`src/rba_ram.sv`:
```
// Generic single-write, single-read RAM with a registered read port.
// No dependencies.
module rba_ram #(
    parameter int WIDTH = 8,
    parameter int DEPTH = 256
) (
    input  logic                     clk,
    input  logic                     we,
    input  logic [$clog2(DEPTH)-1:0] waddr,
    input  logic [WIDTH-1:0]         wdata,
    input  logic [$clog2(DEPTH)-1:0] raddr,
    output logic [WIDTH-1:0]         rdata
);

    logic [WIDTH-1:0] mem [DEPTH];
    logic [WIDTH-1:0] rdata_reg;

    always_ff @(posedge clk)
    begin
        if (we)
        begin
            mem[waddr] <= wdata;
        end
        rdata_reg <= mem[raddr];
    end

    assign rdata = rdata_reg;

endmodule

```
`config.mk`:
```
export PLATFORM = sky130hd
export DESIGN_NAME = rba_ram
export DESIGN_NICKNAME = d
export VERILOG_FILES = /design/src/rba_ram.sv
export SDC_FILE = /design/constraint.sdc
export NUM_CORES = 2
export LEC_CHECK = 0
export BUFFER_PORTS_ARGS = -buffer_cell sky130_fd_sc_hd__buf_2
export CAP_MARGIN = 40
export CORE_ASPECT_RATIO = 2
export CORE_MARGIN = 1.5
export CORE_UTILIZATION = 60
export DETAILED_ROUTE_END_ITERATION = 7
export HOLD_SLACK_MARGIN = 0.06
export PLACE_DENSITY = 0.77
export SLEW_MARGIN = 20
export SYNTH_ARGS = -nofsm -noshare
export SYNTH_HDL_FRONTEND = slang
export SYNTH_SLANG_ARGS = --single-unit
```
`constraint.sdc`:
```
create_clock -name clk -period 3 [get_ports clk]
set_input_delay 0.6 -clock clk [delete_from_list [all_inputs] [get_ports clk]]
set_output_delay 0.6 -clock clk [all_outputs]
set_load 0.05 [all_outputs]
```
[Yosys cells after proc, flatten, opt, wreduce, memory -nomap -nowiden]
Memories as Yosys holds them, arrays and structs flattened. A register that Yosys moved wholly into a read port is not among the register bits.
Index checks and enable logic that the tools add are counted.
Word-level totals
  memories kept: 1
  flip-flop bits (word level): 0
  output and inout bits: 8
  logic and storage cells: 3
  latch bits: 0
  memory bits (writable): 2048
  bits in read-only memories: 0
  input bits: 26
Operators by class
  bitwise logic cells: 0
  order comparisons: 0
  equality and inequality tests: 0
  reductions and logical operators: 0
  mux-type cells: 2
  multiply operators: 0
  div/mod/pow operators: 0
  $add $sub $neg: 0
  shift-type cells: 0
Memories
  mem: words 256, bits a word 8, rd ports 1, clocked after Yosys merged registers in 1, write ports 1, line 15  | logic [WIDTH-1:0] mem [DEPTH];
Operators by type and width (count)
  $mux 1: 2

[Longest topological paths before layout]
  word-level depth: 2
  depth in mapped cells: 11

[Worst setup path after synthesis]
No wires, ideal clock.
  path kind: input port to flip-flop
  start: in raddr[0]
  end: reg rdata_reg[2] (netlist: rdata[2]), read port of mem
  data required time: 2.869 ns
  library setup time: 0.131 ns
  path buffers: 4
  cell stages on the path: 9
  data arrival time: 2.407 ns
  path slack: 0.462 ns
  cells stage by stage: buf_6 buf_12 buf_8 buf_2 mux4_2 a22oi_1 a21oi_1 nor4_1 nor4_2
RTL lines
  start, declared: line 11  | input logic [$clog2(DEPTH)-1:0] raddr,
  end, declared: line 16  | logic [WIDTH-1:0] rdata_reg;

==> metrics.cfg <==
[run_status]
status=finished clean

[global_route]
first_global_vias=43100
grt_pass1_wl_mm=296
antenna_found_initial=8
gr-usage-all-layers=0.313
grt_overflow=0
grt_max_degree=96

[placement]
numPortBuffers=33
placed_area_um2=86000
place_ws_ps=-760
dp_cells=5846
gp_congestion=0.912
dp_hpwl_mm=138

[synthesis]
synth_seq_cells=2056
ys.flop_type=edfxtp_1
yosysSeqAreaShare=0.775
yosysWarnings=0
synth_nets=3759
ys_types=55
synth-async-reset-ratio=0
synth_edf_count=2048
mappedNetlistArea_um2=79600
syn_area_per_cell_um2=21.3
postSynthCellCount=3733

[cts]
hold_buffers=0
htree_levels=4
cts_buffers=160
cts_root_buffer=clkbuf_16
cts_tree=built
post-cts-setup-buffers=0
clockBufferDepth=3
clk_pin_slew_ps=70
cts_sinks=2056
clock_latency_ps=800

[worst_setup_path]
rr_startpoint=mem[80][0]$_DFFE_PP_
crit_type=in -> reg
critPathArrivalTime_ps=3640
regToRegSetupSlack_ps=130
r2r_cells=6
crit-reg2reg-capture=rdata[0]$_DFF_P_
endpoint_kind=flop
worstPathRequired_ps=3670
start_kind=input port
crit_path_max_fanout=19

[power_and_ir_drop]
powerDensity_nw_per_um2=616
p_leak_nw=29.3
power_switching_mw=11.9
clock_power_share=0.377
pwr-share-comb=0.059
peakVddDrop_mv=0.732
finalPower_mw=56.2
p_int_mw=44.3
seq_power_share=0.564
swShare=0.212

[layout]
multiInputGateArea_um2=16500
largest_reg_flops=2048
drive_gt1_frac=0.304
nets=4325
syn_to_final_growth_pct=14.7
fin_util=0.694
fill_cells=7353
final_area_um2=91200
final-seq-area_um2=61700
stdcell_count=6148

[sta]
finalSetupTns_ps=0
clock_skew_ps=18.0
hold_viol=0
timing.fmax_mhz=337
worstMarginPinSlew_ps=953
finalCriticalPeriod_ps=2970
setup_viol=0
rsz0062_at_grt=no
max_slew_margin=0.359
finalMaxSlewViolations=0
hold_slack_ps=232
layout_setup_ws_ps=32.1
finalCritPeriodShare=0.989

[floorplan]
die_area_um2=135000
start_util=0.605
row_count=188
io-pin-count=34
die_h_um=518
core_um2=131000
fp.dieW_um=260

[route]
vias_per_cell=6.75
drcViolationCount=0
drt-pass1-iter-count=7
drt_iter0_markers=5006
antenna_left=0
via_count=41500
wl_per_cell_um=33.6
wirelength_mm=207

[hold_path]
min_path_type=in -> reg
worstHoldPathCells=1
min_from=wdata[1]
hold_end=mem[208][1]$_DFFE_PP_

[job]
maxCapViolations=0

## cells in the mapped netlist (all sizes together), types with 2 or more instances
| cell | n | area, µm² |
|---|---|---|
| nand2b | 8 | 50.1 |
| o22a | 5 | 43.8 |
| nor2b | 31 | 194 |
| o221ai | 47 | 418 |
| o21ai | 12 | 60.1 |
| nand4 | 10 | 62.6 |
| a2111oi | 5 | 52.6 |
| o211ai | 10 | 75.1 |
| and3b | 2 | 17.5 |
| clkbuf | 111 | 417 |
| buf | 122 | 1030 |
| a22o | 8 | 70.1 |
| a211oi | 16 | 120 |
| and2 | 6 | 37.5 |
| nand3b | 2 | 15.0 |
| a311oi | 2 | 17.5 |
| nor4 | 27 | 188 |
| nand2 | 33 | 124 |
| o32ai | 5 | 51.3 |
| nand3 | 34 | 170 |
| a22oi | 133 | 998 |
| o22ai | 28 | 175 |
| mux2i | 134 | 1340 |
| edfxtp | 2048 | 61500 |
| nor2 | 282 | 1060 |
| a221oi | 14 | 129 |
| nor3 | 22 | 110 |
| dfxtp | 8 | 160 |
| a31oi | 2 | 12.5 |
| mux4 | 456 | 10300 |
| a21oi | 96 | 480 |
| or2 | 4 | 25.0 |
## cell usage in the layout (no fill, tap or decap), types with 10 or more instances in the layout
cell type	n
buf_12	76
nor2b_1	28
a21oi_1	96
nor4_1	20
clkbuf_16	163
clkinvlp_4	12
nand4_1	10
o221ai_1	46
a22oi_1	133
bufinv_16	14
nand2_1	33
o211ai_1	10
clkbuf_1	41
o21ai_0	10
mux4_2	454
clkinv_2	25
a211oi_1	16
buf_4	526
clkinv_1	25
buf_2	23
clkbuf_8	11
a221oi_1	13
nor3_1	20
o22ai_1	28
mux2i_1	134
nor2_1	279
nand3_1	34
edfxtp_1	2048
## kinds of logic (layout without fill, tap and decap cells)
family	count (synthesis)	after routing	share of synthesized area
flops	2056	2056	0.775
other cells	0	4	0
compound gates	385	385	0.0342
buf+inv	235	936	0.0183
mux	591	591	0.146
simple gates	466	466	0.0263
## cell type report
cell class | count | area share
Antenna cell | 4 | 0.000110
Clock buffer | 207 | 0.0468
Clock inverter | 90 | 0.00980
Inverter | 2 | 0.0000823
Multi-Input combinational cell | 1442 | 0.181
Sequential cell | 2056 | 0.676
Tap cell | 1710 | 0.0234
Timing Repair Buffer | 637 | 0.0628
## critical path: stages
cell       delay (ps)
buf_8             170
buf_12            250
buf_12            210
mux4_2            520
mux4_2            480
nor2_1            100
a2111oi_0         100
buf_4             180
nor3_1            710
buf_4             250
nor4_2             40
## worst max-delay path by stage
| stage | start | to | cells past startpoint |
|---|---|---|---|
| 3_5_place_dp | raddr[0] | rdata[0]$_DFF_P_ | 12 |
| 6_report | raddr[0] | rdata[2]$_DFF_P_ | 11 |
| 5_1_grt | raddr[0] | rdata[2]$_DFF_P_ | 11 |
| 2_1_floorplan | raddr[0] | rdata[2]$_DFF_P_ | 9 |
| 4_1_cts | raddr[0] | rdata[1]$_DFF_P_ | 12 |
| 3_3_place_gp | raddr[0] | rdata[0]$_DFF_P_ | 8 |
## per-layer routing
| metal | global-route usage | vias up | wire length [µm] |
|---|---|---|---|
| met2 | 0.560 | 2625 | 112000 |
| li1 | - | 16700 | - |
| met4 | 0.214 | 10 | 17500 |
| met3 | 0.0507 | 707 | 16400 |
| met5 | 0 | - | 65 |
| met1 | 0.336 | 21400 | 61000 |
## power by group through the flow
stage	sequential (mW)	combinational (mW)	clock, mW
final	31.7	3.33	21.2
after global routing	31.7	3.43	22.2
after CTS	31.7	3.31	21.3
after detailed placement	32.3	3.27	0
after global placement	32.3	3.20	0
after floorplan	32.4	1.54	0
## what timing repair did
item,in CTS,in global routing
gates resized for setup,1,1
cloned,0,0
endpoints found under the setup margin,1,1
Note: power is estimated with default switching activity, not from simulation.
