**config.mk**
```make
export PLATFORM = sky130hd
export DESIGN_NAME = rba_div
export DESIGN_NICKNAME = d
export VERILOG_FILES = /design/src/rba_pkg.sv /design/src/rba_div.sv
export SDC_FILE = /design/constraint.sdc
export NUM_CORES = 1
export LEC_CHECK = 0
export BUFFER_PORTS_ARGS = -buffer_cell sky130_fd_sc_hd__buf_2
export CORE_MARGIN = 3
export CORE_UTILIZATION = 54
export CTS_BUF_LIST = sky130_fd_sc_hd__clkbuf_2 sky130_fd_sc_hd__clkbuf_4 sky130_fd_sc_hd__clkbuf_8
export DETAILED_ROUTE_END_ITERATION = 6
export PLACE_DENSITY = 0.79
export SLEW_MARGIN = 20
export SYNTH_ARGS = -nofsm -noshare
export SYNTH_HDL_FRONTEND = slang
export SYNTH_SLANG_ARGS = --single-unit
```
**constraint.sdc**
```tcl
create_clock -name clk -period 2.58 [get_ports clk]
set_input_delay 0.516 -clock clk [delete_from_list [all_inputs] [get_ports clk]]
set_output_delay 0.516 -clock clk [all_outputs]
set_load 0.005 [all_outputs]
```
**src/rba_pkg.sv**
```systemverilog
// Package for the rotating bilinear alpha block: payload words, register
// indexes, sequencer states and the fixed widths shared by all modules.
// No dependencies.
package rba_pkg;

    // Source store geometry. The depth is a power of two so that
    // addresses wrap by truncation.
    localparam int MAX_WIDTH   = 256;
    localparam int MAX_HEIGHT  = 256;
    localparam int STORE_DEPTH = MAX_WIDTH * MAX_HEIGHT;
    localparam int ADDR_W      = $clog2(STORE_DEPTH);

    // Configuration port.
    localparam int CFG_W     = 16;
    localparam int CFG_IDX_W = 3;

    typedef enum logic [CFG_IDX_W-1:0] {
        CFG_SRC_WIDTH     = 3'd0,
        CFG_SRC_HEIGHT    = 3'd1,
        CFG_DST_WIDTH     = 3'd2,
        CFG_DST_HEIGHT    = 3'd3,
        CFG_COS           = 3'd4,
        CFG_SIN           = 3'd5,
        CFG_DEFAULT_ALPHA = 3'd6
    } cfg_reg_t;

    // Operation codes carried in the mode field.
    localparam logic MODE_STORE   = 1'b0;
    localparam logic MODE_COMPUTE = 1'b1;

    // Arithmetic widths.
    localparam int WGT_W      = 13;  // tap weight, up to 4096
    localparam int TOT_W      = 15;  // sum of four tap weights
    localparam int SUM_W      = 22;  // sum of alpha times weight
    localparam int QUO_W      = 8;   // quotient bits
    localparam int DIV_CNT_W  = $clog2(QUO_W);
    localparam int MUL_W      = 17;  // shared multiplier operand width
    localparam int PROD_W     = 2 * MUL_W;
    localparam int ACC_W      = 28;  // rotation dot product
    localparam int POS_W      = 26;  // Q12 source position
    localparam int COORD_W    = 16;  // integer source coordinate

    localparam logic [WGT_W-1:0] ONE_Q12  = WGT_W'(4096);
    localparam logic [TOT_W-1:0] TOT_MAX  = TOT_W'(16384);

    typedef struct packed {
        logic       mode;
        logic [15:0] pixel_index;
        logic [7:0]  alpha_in;
        logic [8:0]  dst_x;
        logic [8:0]  dst_y;
    } req_t;

    typedef struct packed {
        logic [8:0] out_x;
        logic [8:0] out_y;
        logic [7:0] alpha_out;
        logic       outside;
    } rsp_t;

    typedef struct packed {
        logic busy;
        logic done;
    } div_stat_t;

    typedef enum logic [4:0] {
        ST_IDLE,
        ST_XC,
        ST_YS,
        ST_XS,
        ST_YC,
        ST_YEND,
        ST_CHECK,
        ST_W01,
        ST_W10,
        ST_W11,
        ST_ROW0,
        ST_ROW1,
        ST_RD0,
        ST_RD1,
        ST_RD2,
        ST_RD3,
        ST_MAC3,
        ST_MAC4,
        ST_DIV,
        ST_DONE
    } state_t;

endpackage

```
**src/rba_div.sv**
```systemverilog
// Restoring divider that produces one quotient bit per cycle.
// Depends on rba_pkg for widths and the status struct.
module rba_div import rba_pkg::*; (
    input  logic             clk,
    input  logic             rst_n,
    input  logic             start,
    input  logic [SUM_W-1:0] dividend,
    input  logic [TOT_W-1:0] divisor,
    output div_stat_t        stat,
    output logic [QUO_W-1:0] quotient
);

    localparam logic [DIV_CNT_W-1:0] CNT_LAST = DIV_CNT_W'(QUO_W - 1);

    logic                 busy_reg, busy_next;
    logic                 done_reg, done_next;
    logic [DIV_CNT_W-1:0] cnt_reg, cnt_next;
    logic [SUM_W-1:0]     rem_reg, rem_next;
    logic [SUM_W-1:0]     dvs_reg, dvs_next;
    logic [QUO_W-1:0]     quo_reg, quo_next;
    logic                 zero_reg, zero_next;

    // The caller guarantees dividend < divisor * 2^QUO_W, so QUO_W steps
    // with the divisor aligned at the top bit give the whole quotient.
    always_comb
    begin
        busy_next = busy_reg;
        done_next = 1'b0;
        cnt_next  = cnt_reg;
        rem_next  = rem_reg;
        dvs_next  = dvs_reg;
        quo_next  = quo_reg;
        zero_next = zero_reg;
        if (start)
        begin
            busy_next = 1'b1;
            cnt_next  = '0;
            rem_next  = dividend;
            dvs_next  = SUM_W'(divisor) << (QUO_W - 1);
            quo_next  = '0;
            zero_next = (divisor == '0);
        end
        else if (busy_reg)
        begin
            if (rem_reg >= dvs_reg)
            begin
                rem_next = rem_reg - dvs_reg;
                quo_next = {quo_reg[QUO_W-2:0], 1'b1};
            end
            else
            begin
                quo_next = {quo_reg[QUO_W-2:0], 1'b0};
            end
            dvs_next = dvs_reg >> 1;
            cnt_next = cnt_reg + 1'b1;
            if (cnt_reg == CNT_LAST)
            begin
                busy_next = 1'b0;
                done_next = 1'b1;
            end
        end
    end

    always_ff @(posedge clk or negedge rst_n)
    begin
        if (!rst_n)
        begin
            busy_reg <= 1'b0;
            done_reg <= 1'b0;
            cnt_reg  <= '0;
        end
        else
        begin
            busy_reg <= busy_next;
            done_reg <= done_next;
            cnt_reg  <= cnt_next;
        end
    end

    always_ff @(posedge clk)
    begin
        rem_reg  <= rem_next;
        dvs_reg  <= dvs_next;
        quo_reg  <= quo_next;
        zero_reg <= zero_next;
    end

    assign stat.busy = busy_reg;
    assign stat.done = done_reg;
    // A zero weight total gives an alpha of zero.
    assign quotient  = zero_reg ? '0 : quo_reg;

endmodule

```
---- Yosys cells after proc, flatten, opt, wreduce, memory -nomap -nowiden ----
Index checks and enable logic that the tools add are counted.
word-level totals
  output and inout port bits .............. 10
  input port bits ......................... 40
  memory bits (read-only) ................. 0
  bits in latches ......................... 0
  word-level logic and storage cells ...... 31
  memory bits (writable) .................. 0
  register bits ........................... 58
  memories ................................ 0
cells by class
  equal/unequal tests ..................... 1
  multiply operators ...................... 0
  magnitude comparators ................... 1
  divide/modulo/power cells ............... 0
  reduce and logical (&&, ||, !) cells .... 4
  shift operators ......................... 0
  mux-type cells .......................... 15
  bitwise gates (word level) .............. 0
  $add $sub $neg .......................... 2
operators by type and width
  cell                                         number
  2-to-1 mux 22 bit                            5
  >= comparator 22 bit                         1
  subtractor 22 bit                            1
  zero test 15 bit                             1
  2-to-1 mux 8 bit                             1
  2-to-1 mux 1 bit                             7
  2-to-1 mux 3 bit                             2
  nonzero test 2 bit                           2
  adder 3 x 1 -> 3 bit, second input constant  1
  equality test 3 bit, second input constant   1
  AND reduction 2 bit                          1

---- Logic depth before layout (Yosys ltp) ----
Gate-level depths: netlist of the first run.
  depth in word-level cells ............... 4
  mapped depth ............................ 10

---- Worst setup path after synthesis of the first run ----
No wires, ideal clock.
  kind .................................... register to register
  start point ............................. register rem_reg[0]
  end point ............................... register rem_reg[0], enable pin
  arrival ................................. 2,476 ps
  stages on the path, launching flop included .. 11
  setup slack ............................. -274 ps
  library setup time ...................... 378 ps
  required time ........................... 2,202 ps
  path through ............................ edfxtp_1 inv_1 ha_1 fa_1 nand2b_1 a21oi_2 a211oi_4 o31ai_4 a31oi_4 o21ai_1 a21o_1
between the ends
  cells in the longest elaborated chain, start to end .. 3
RTL lines
  item                                  RTL line       text
  from (decl)                           rba_div.sv:18  logic [SUM_W-1:0] rem_reg, rem_next;
  from (signal assigned)                rba_div.sv:82  rem_reg <= rem_next;
  >= comparator 22 bit                  rba_div.sv:45  if (rem_reg >= dvs_reg)
  nonzero test 2 bit (no source line)   -
  AND reduction 2 bit (no source line)  -
Every way passes these cells.
A chain may end at the register's enable or synchronous reset.

---- Worst setup path after layout of the first run ----
  start point ............................. register rem_reg[0]
  end point ............................... register rem_reg[13], enable pin
The elaborated chain is that of the path after synthesis.

==> flow_summary.toml, run 1 <==
[status]
status = "finished clean"

[logic_synthesis]
syn_inst = 398
synth_edf_count = 38
async_reset_ff_frac = 0.0862
synth.cell_area_mm2 = 0.00367
synth.distinct_cells = 50
synth_nets = 463
syn_area_per_cell_um2 = 9.21
synth_seq_cells = 58
synth_warnings = 0
synth_top_flop_cell = "edfxtp_1"
ys_seq_area_frac = 0.427

[power]
leakagePower_nw = 2.01
powerDensity_mw_per_mm2 = 1130
max-vdd-ir-drop_v = 0.000673

[sta]
setup_ws_ns = 0.102
period_needed_ns = 2.48
final-setup-viol-count = 0
max_clock_freq_mhz = 403
relSlewSlack = 0.710
fin_crit_sh = 0.961
tightest_slew_ns = 0.432
whs_ns = 0.449
final_hold_viol_count = 0
clock_skew_ns = 0.00907
slew_viol_final = 0

[global_route]
grt_use_total = 0.217
grt_pass1_wl_mm = 13.1
grt_pass1_vias = 2818
grt_max_degree = 32
antenna_found_initial = 0
grt_overflow = 0

[clock_tree]
cts.sinks = 58
cts.path.max_buffers = 2
cts_tree = "built"
ctsHtreeMaxLevel = 3
cts_made_buffers = 9
root_buffer = "clkbuf_8"
clkTransAtPathRegs_ns = 0.08
clkLatencyLatePin_ns = 0.34

[cells_and_area]
drive_gt1_frac = 0.227
regArea_mm2 = 0.00157
layout.nets = 523
fill_cells = 520
diodes = 0
syn2layout_area_growth_pct = 19.4
final_cells = 540
multi_input_area_mm2 = 0.00195

[worst_setup_path]
required_ns = 2.64
cp.arrival_ns = 2.54
critPathCaptureType = "flip-flop"
reg2reg_from = "rem_reg[0]$_DFFE_PP_"
startpoint = "rem_reg[0]$_DFFE_PP_"
path_max_fanout = 9
cp-start-kind = "flip-flop"
crit_type = "flip-flop to flip-flop"

[routing]
firstDrtPassIters = 5
vias = 3071
ant_nets = 0
drt_iter0_markers = 195
wl_per_cell_um = 14.9
finalWirelength_mm = 8.04
drc = 0
vias_per_cell = 5.69

[floorplanning]
rows = 29
die_h_um = 88.4
io_pins = 50
core_area_mm2 = 0.00646
dieArea_mm2 = 0.00782
die_w_um = 88.4
start_util = 0.568

[flow_run]
maxCapViolCount = 0

[placement]
dp_hpwl_mm = 5.97
dpl.cell_count = 519
pre_cts_slack_ns = -0.0693
gp_congestion = 0.924
port_buffers = 49

[hold_path]
min_from = "dividend[9]"
min_path_type = "input port to flip-flop"
per-stage QoR:
| stage | instance area [µm²] | TNS, ns | util | power (mW) |
|---|---|---|---|---|
| floorplan | 3670 | 0 | - | 3.17 |
| global placement | 4070 | 0 | 0.631 | 3.77 |
| detailed placement | 4070 | -1.45 | 0.631 | 3.85 |
| CTS | 4310 | 0 | 0.667 | 4.83 |
| global route | 4380 | -0.139 | 0.678 | 5.27 |
| finish | 4380 | 0 | 0.678 | 4.93 |
layout make-up:
type / count / area share
clock buffers: 9 / 0.0283
clock inverters: 7 / 0.0226
inverters: 29 / 0.0249
multi-input cells: 289 / 0.444
flip-flops and latches: 58 / 0.358
well taps: 77 / 0.0220
repair buffers: 71 / 0.100
per-layer routing:
layer | vias up | global-route usage | wire length [µm]
met3 | 20 | 0.0382 | 418
met1 | 1411 | 0.310 | 3890
li1 | 1515 | - | -
met5 | - | 0 | 0
met2 | 125 | 0.324 | 3530
met4 | 0 | 0.0907 | 202
final timing paths:
check                                           to  slack, ns  cells after the start
min                           rem_reg[9]$_DFFE_PP_       0.45                      3
max reg2reg                  rem_reg[13]$_DFFE_PP_       0.10                     11
min in group asynchronous   cnt_reg[1]$_DFFE_PN0P_       0.51                      2
max in group asynchronous   cnt_reg[2]$_DFFE_PN0P_       1.93                      2
max                          rem_reg[13]$_DFFE_PP_       0.10                     11
min reg2reg                quo_reg[7]$_SDFFE_PP0P_       0.52                      2
worst max-delay path: stages (launching register included):
cell      delay [ns]
edfxtp_1        0.34
inv_1           0.05
ha_2            0.19
fa_2            0.34
nand2b_4        0.16
a21oi_4         0.17
a211oi_4        0.07
o31ai_4         0.31
a31oi_4         0.12
o21ai_2         0.14
a21o_4          0.17
buf_12          0.13
kinds of logic (layout without fill, tap and decap cells):
family | after synthesis | count (layout) | synth area share
AO/OA/AOI/OAI | 95 | 95 | 0.171
XOR/XNOR | 21 | 21 | 0.0502
adder cells (fa/ha/maj) | 25 | 25 | 0.0873
buffers and inverters | 51 | 116 | 0.0560
flip-flops | 58 | 58 | 0.427
multiplexers | 17 | 17 | 0.0464
AND/OR/NAND/NOR | 131 | 131 | 0.162
power by group:
part	internal [mW]	switching (mW)
Sequential	1.31	0.100
Clock	0.553	0.410
Combinational	1.13	1.43
repair_timing:
item | CTS | global route
pin swaps | 3 | 5
hold endpoints to repair | 5 | 0
setup buffers | 0 | 4
resized for setup | 1 | 7
endpoints found under the setup margin | 23 | 26
hold buffers | 1 | 0
placed cells by master (no fill, tap or decap), types with 3 or more instances in the layout:
cell type	n
o21ai_1	15
nor4_1	3
buf_2	49
ha_1	23
a21o_1	4
nand3_1	10
buf_4	19
o21ai_0	30
nor2_1	24
inv_1	29
xor2_1	12
o21bai_1	3
xnor2_1	9
mux2i_1	17
nand4_1	5
nand2_1	62
dfxtp_1	15
nor2b_1	10
dfrtp_1	5
clkbuf_8	9
a21oi_1	17
edfxtp_1	38
nor3_1	4
Yosys cell counts (9+ instances only):
| cell | n | area share |
|---|---|---|
| o21ai_0 | 30 | 0.041 |
| xnor2_1 | 9 | 0.021 |
| clkbuf_1 | 13 | 0.013 |
| nor2_1 | 25 | 0.026 |
| a21oi_1 | 18 | 0.025 |
| dfxtp_1 | 15 | 0.082 |
| xor2_1 | 12 | 0.029 |
| mux2i_1 | 17 | 0.046 |
| o21ai_1 | 16 | 0.022 |
| edfxtp_1 | 38 | 0.31 |
| nand2_1 | 62 | 0.063 |
| nor2b_1 | 10 | 0.017 |
| nand3_1 | 10 | 0.014 |
| inv_1 | 29 | 0.030 |
| ha_1 | 24 | 0.082 |
(Power assumes the default switching activity.)
==> run 2, diff against run 1 <==
- RECOVER_POWER: default -> 100
==> run 2 against run 1 <==
Against the previous run:
- die area stayed put
- critical path depth is the same
- wire length is 0.24% higher
- sequential power is essentially flat
- register-to-register slack is essentially flat
- total power is essentially flat
- core utilization decreased by 0.37 points
- final area is 0.54% lower
- sequential cell count is the same
- final cell count is the same
- critical endpoint unchanged
- highest routed layer unchanged
==> flow_summary.toml, run 2 (synthesis results as in run 1) <==
[placement]
dpl.cell_count = 519
port_buffers = 49
gp_congestion = 0.924
dp_hpwl_mm = 5.97

[power]
p_int_mw = 2.99
pwr-share-comb = 0.519
p_seq_frac = 0.286
leakagePower_nw = 1.96
powerDensity_mw_per_mm2 = 1130
pwr-share-clk = 0.196
switchingPower_mw = 1.95
switching_share = 0.395
max-vdd-ir-drop_v = 0.000678

[clock_tree]
clkLatencyLatePin_ns = 0.34
cts.path.max_buffers = 2
ctsHtreeMaxLevel = 3
clkTransAtPathRegs_ns = 0.08
cts_made_buffers = 9
cts_tree = "built"
cts.sinks = 58
root_buffer = "clkbuf_8"

[floorplanning]
rows = 29
start_util = 0.568
die_w_um = 88.4
core_area_mm2 = 0.00646
dieArea_mm2 = 0.00782
io_pins = 50
die_h_um = 88.4

[worst_setup_path]
cp.arrival_ns = 2.54
critical-path-slowest-cell = "edfxtp_1"
required_ns = 2.64
slowest_delay_ns = 0.34
critPathCaptureType = "flip-flop"
reg2reg_from = "rem_reg[0]$_DFFE_PP_"
r2r-end = "rem_reg[13]$_DFFE_PP_"
critPathCapture = "rem_reg[13]$_DFFE_PP_"
rr_worst_depth = 11
startpoint = "rem_reg[0]$_DFFE_PP_"
worst-r2r-setup-slack_ns = 0.1
crit_type = "flip-flop to flip-flop"
cp-start-kind = "flip-flop"
crit_chain = "inv_1 > ha_2 > fa_2 > nand2b_4 > a21oi_4 > a211oi_4 > o31ai_4 > a31oi_4 > o21ai_2 > a21o_4 > buf_12"
path_max_fanout = 9

[sta]
fin_setup_tns_ns = 0
period_needed_ns = 2.48
max_clock_freq_mhz = 403
final_hold_viol_count = 0
clock_skew_ns = 0.0101
slew_viol_final = 0
whs_ns = 0.448
fin_crit_sh = 0.962
final-setup-viol-count = 0
tightest_slew_ns = 1.03
relSlewSlack = 0.312

[flow_run]
maxCapViolCount = 0

[global_route]
grt_max_degree = 32
grt_pass1_wl_mm = 13.1
grt_pass1_vias = 2818
grt_use_total = 0.217
grt_overflow = 0
antenna_found_initial = 0

[status]
status = "finished clean"

[routing]
drt_iter0_markers = 195
drc = 0
ant_nets = 0
wl_per_cell_um = 14.9
vias_per_cell = 5.70
finalWirelength_mm = 8.06
firstDrtPassIters = 5
vias = 3076

[cells_and_area]
drive_gt1_frac = 0.197
fill_cells = 529
diodes = 0
syn2layout_area_growth_pct = 18.7
final_cell_mix = "nand2_1 (62), edfxtp_1 (38), buf_2 (38), o21ai_0 (30), inv_1 (29)"
final_common_cell = "nand2_1"
layout.nets = 523
final_cells = 540

[hold_path]
hold_path_depth = 3
min_path_type = "input port to flip-flop"
-- run 2: changes by cell type in the layout (fill, tap and decap cells not counted), sizes merged --
cell    delta
buf       -14
clkbuf    +14
-- run 2: stage by stage --
step	instance area (µm²)	power, mW	util	worst slack (ns)
after floorplan	3670	3.17	-	0.0218
after global placement	4070	3.77	0.631	0.0131
after detailed placement	4070	3.85	0.631	-0.0693
after CTS	4310	4.83	0.667	0.00528
after global routing	4350	5.27	0.674	-0.0142
final	4350	4.93	0.674	0.0970
-- run 2: how the worst min path moves through the flow --
stage	startpoint	to	slack, ns
after floorplan	rst_n	busy_reg$_DFF_PN0_	0.22
after global placement	rst_n	cnt_reg[1]$_DFFE_PN0P_	0.33
after detailed placement	rst_n	cnt_reg[0]$_DFFE_PN0P_	0.34
after CTS	dividend[9]	rem_reg[9]$_DFFE_PP_	0.44
after global routing	dividend[1]	rem_reg[1]$_DFFE_PP_	0.45
final	dividend[9]	rem_reg[9]$_DFFE_PP_	0.45
-- run 2: cell type report --
cell class | instances | area (µm²) | share of cell area
multi-input cells | 289 | 1950 | 0.447
clock buffers | 9 | 124 | 0.0284
well taps | 77 | 96.3 | 0.0221
repair buffers | 71 | 414 | 0.0951
clock inverters | 7 | 98.8 | 0.0227
flip-flops and latches | 58 | 1570 | 0.360
inverters | 29 | 109 | 0.0250
-- run 2: metal layers --
metal  global-route usage  share of wire  vias to the layer above  routed length [µm]
met3               0.0382          0.050                       20                 400
met2                0.324           0.44                      115                3540
met5                    0              0                        -                   0
met4               0.0907          0.024                        0                 190
li1                     -              -                     1513                   -
met1                0.310           0.49                     1428                3930
-- run 2: what timing repair did --
| item | CTS | global route |
|---|---|---|
| hold endpoints to repair | 5 | 0 |
| setup endpoints to repair | 23 | 26 |
| resized for setup | 1 | 7 |
| hold buffers | 1 | 0 |
| buffers inserted | 0 | 4 |
| pin swaps | 3 | 5 |
-- run 2: power by group through the flow --
stage | clock, mW | combinational (mW) | sequential (mW)
finish | 0.966 | 2.56 | 1.41
global route | 1.02 | 2.82 | 1.43
CTS | 0.980 | 2.44 | 1.41
detailed placement | 0 | 2.41 | 1.43
global placement | 0 | 2.35 | 1.42
floorplan | 0 | 1.78 | 1.39
-- run 2: worst max-delay path: cells and delay by family, from the launching register on --
family / cells / cell delay [ns]
compound gates: 6 / 0.98
fa+ha+maj: 2 / 0.53
buf+inv: 2 / 0.18
flops: 1 / 0.34
simple gates: 1 / 0.16
==> run 3, diff against run 2 <==
- ABC_AREA: default -> 1
- CORE_UTILIZATION: 54 -> 55
==> run 3 against run 2 <==
Against the previous run:
- synthesized cell count rose by 37%
- total power fell by 6.6%
- non-clock buffer count fell by 13
- maximum frequency rose by 5.7%
- worst setup slack improved by 0.13 ns
- synthesized area rose by 6.2%
- clock power fell by 20%
- via count rose by 17%
- first-iteration DRC count rose by 24%
- count of clock-buffer cells in the layout rose by 1
- sequential share of layout area fell by 0.52 points
- final cell count rose by 30%
- largest power group unchanged
- highest routed layer unchanged
==> flow_summary.toml, run 3 <==
[sta]
clock_skew_ns = 0.00808
fin_setup_tns_ns = 0
setup_ws_ns = 0.231
fin_crit_sh = 0.911
slew_viol_final = 0
tightest_slew_ns = 1.12
rsz0062_at_grt = "false"
max_clock_freq_mhz = 426
final-setup-viol-count = 0
relSlewSlack = 0.251
final_hold_viol_count = 0
period_needed_ns = 2.35

[logic_synthesis]
synth_common_cells = "nand2_1 (192), inv_1 (89), edfxtp_1 (38), nor2_1 (38), nand3_1 (30)"
syn_area_per_cell_um2 = 7.12
synth.distinct_cells = 30
synth_edf_count = 38
synth_nets = 612
synth.cell_area_mm2 = 0.00390
synth_warnings = 0
yosysTopAreaCellShare = 0.293
yosys.cell_count.top_type = "nand2_1"
synth_area_leaders = "edfxtp_1 (29%), nand2_1 (18%), inv_1 (8.6%)"
ys_seq_area_frac = 0.402
synth_seq_cells = 58
syn_inst = 547
yosys.area.top_type = "edfxtp_1"
async_reset_ff_frac = 0.0862
synth_top_flop_cell = "edfxtp_1"

[global_route]
grt_use_total = 0.238
grt_util_met1 = 0.301
busiest_layer = "met2"
met3_usage = 0.0410
met2_usage = 0.403
grt_pass1_vias = 3437
antenna_found_initial = 0
grt_pass1_wl_mm = 15.6
grt_overflow = 0
grt_max_degree = 29

[worst_setup_path]
reg2reg_from = "rem_reg[0]$_DFFE_PP_"
crit_type = "flip-flop to flip-flop"
critPathCaptureType = "flip-flop"
r2r-end = "rem_reg[12]$_DFFE_PP_"
rr_worst_depth = 15
path_max_fanout = 10
worst-r2r-setup-slack_ns = 0.23
cp-start-kind = "flip-flop"
required_ns = 2.63
cp.arrival_ns = 2.40

[power]
switching_share = 0.452
fin_total_pwr_mw = 4.61
pwr-share-clk = 0.168
p_int_mw = 2.53
pwr-share-comb = 0.533
powerDensity_mw_per_mm2 = 1040
p_seq_frac = 0.299
max-vdd-ir-drop_v = 0.000515
switchingPower_mw = 2.08
leakagePower_nw = 2.24

[clock_tree]
cts.path.max_buffers = 2
clkLatencyLatePin_ns = 0.35
ctsHtreeMaxLevel = 3
cts.sinks = 58
cts_made_buffers = 9
cts_tree = "built"
root_buffer = "clkbuf_8"
clkTransAtPathRegs_ns = 0.07

[routing]
wl_per_cell_um = 13.5
drt_iter0_markers = 242
ant_nets = 0
vias = 3604
drc = 0
firstDrtPassIters = 5
vias_per_cell = 5.12
finalWirelength_mm = 9.47

[cells_and_area]
regArea_mm2 = 0.00157
drive_gt1_frac = 0.127
layout.nets = 668
final_cell_mix = "nand2_1 (194), inv_1 (89), nor2_1 (40), edfxtp_1 (38), buf_2 (38)"
fill_cells = 678
final_common_cell = "nand2_1"
diodes = 0
multi_input_area_mm2 = 0.00190
syn2layout_area_growth_pct = 13.4

[floorplanning]
io_pins = 50
start_util = 0.570
core_area_mm2 = 0.00683
die_w_um = 90.2
rows = 30
die_h_um = 90.2
dieArea_mm2 = 0.00813

[placement]
pre_cts_slack_ns = 0.209
port_buffers = 49
dp_hpwl_mm = 7.24
gp_congestion = 0.967

[flow_run]
maxCapViolCount = 0

[status]
status = "finished clean"

[hold_path]
hold_path_depth = 3
min_path_type = "input port to flip-flop"
min_from = "dividend[7]"
holdPathEnd = "rem_reg[7]$_DFFE_PP_"
==> run 3: cell count changes in the layout (fill, tap and decap cells not counted), sizes merged, moves of 7 or more <==
| cell | delta |
|---|---|
| buf | -14 |
| inv | +62 |
| mux2i | -17 |
| nand2 | +137 |
| nand3 | +22 |
| nand3b | +7 |
| nor2 | +17 |
| nor2b | -10 |
| o21ai | -21 |
| o22ai | +13 |
| xnor2 | -8 |
| xor2 | -12 |
==> run 3: how the worst max path moves through the flow <==
stage	end	start	slack, ns	cells past startpoint
2_1_floorplan	rem_reg[0]$_DFFE_PP_	rem_reg[0]$_DFFE_PP_	0.14	14
3_3_place_gp	rem_reg[10]$_DFFE_PP_	rem_reg[0]$_DFFE_PP_	0.31	15
3_5_place_dp	rem_reg[10]$_DFFE_PP_	rem_reg[0]$_DFFE_PP_	0.21	15
4_1_cts	rem_reg[6]$_DFFE_PP_	rem_reg[0]$_DFFE_PP_	0.19	15
5_1_grt	rem_reg[18]$_DFFE_PP_	rem_reg[0]$_DFFE_PP_	0.003	15
6_report	rem_reg[12]$_DFFE_PP_	rem_reg[0]$_DFFE_PP_	0.23	15
==> run 3: repair_timing <==
item,in CTS,in global routing
gates resized for setup,0,8
endpoints found under the setup margin,0,22
setup buffers,0,0
endpoints found under the hold margin,5,0
hold buffers,1,0
==> run 3: worst max-delay path, stage by stage (launching register included) <==
cell	delay (ns)
edfxtp_1	0.32
inv_1	0.04
ha_1	0.21
fa_1	0.39
inv_2	0.09
nand3_1	0.08
nand3_2	0.12
nand2_1	0.06
nand2_1	0.09
nand2_1	0.08
nand2_1	0.09
nand2_1	0.05
nand2_1	0.08
nand2_1	0.07
nand2_2	0.11
buf_6	0.18
==> run 3: cell families after synthesis <==
group / share of synthesized area
and+or+nand+nor: 0.321
DFF: 0.402
xor gates and xnor gates: 0.00225
adders and majority gates: 0.0822
AOI/OAI and AO/OA: 0.0867
buffers and inverters: 0.105
==> run 3: per-layer routing <==
layer	vias to the layer above	part of all wire	wire (µm)
met2	91	0.48	4550
met4	0	0.021	203
li1	1867	-	-
met5	-	0	0
met3	15	0.049	461
met1	1631	0.45	4260
==> run 3: through the flow <==
stage | hold slack [ns] | cell area [µm²] | cells | utilization
floorplan | 0.220 | 3900 | 547 | -
global placement | 0.333 | 4250 | 686 | 0.623
detailed placement | 0.336 | 4250 | 686 | 0.623
CTS | 0.427 | 4440 | 703 | 0.650
global route | 0.452 | 4420 | 704 | 0.647
finish | 0.441 | 4420 | 704 | 0.647
==> run 3: power by group through the flow <==
| stage | clock network [mW] | logic [mW] | registers, mW |
|---|---|---|---|
| 6_report | 0.775 | 2.46 | 1.38 |
| 5_1_grt | 0.826 | 2.79 | 1.40 |
| 4_1_cts | 0.789 | 2.43 | 1.38 |
| 3_5_place_dp | 0 | 2.41 | 1.39 |
| 3_3_place_gp | 0 | 2.37 | 1.38 |
| 2_1_floorplan | 0 | 1.87 | 1.37 |
==> run 3: area by class of cell <==
class | count | area share
Clock inverter | 6 | 0.00850
Sequential cell | 58 | 0.355
Tap cell | 96 | 0.0272
Clock buffer | 10 | 0.0312
Multi-Input combinational cell | 383 | 0.431
Inverter | 93 | 0.0790
Timing Repair Buffer | 58 | 0.0685
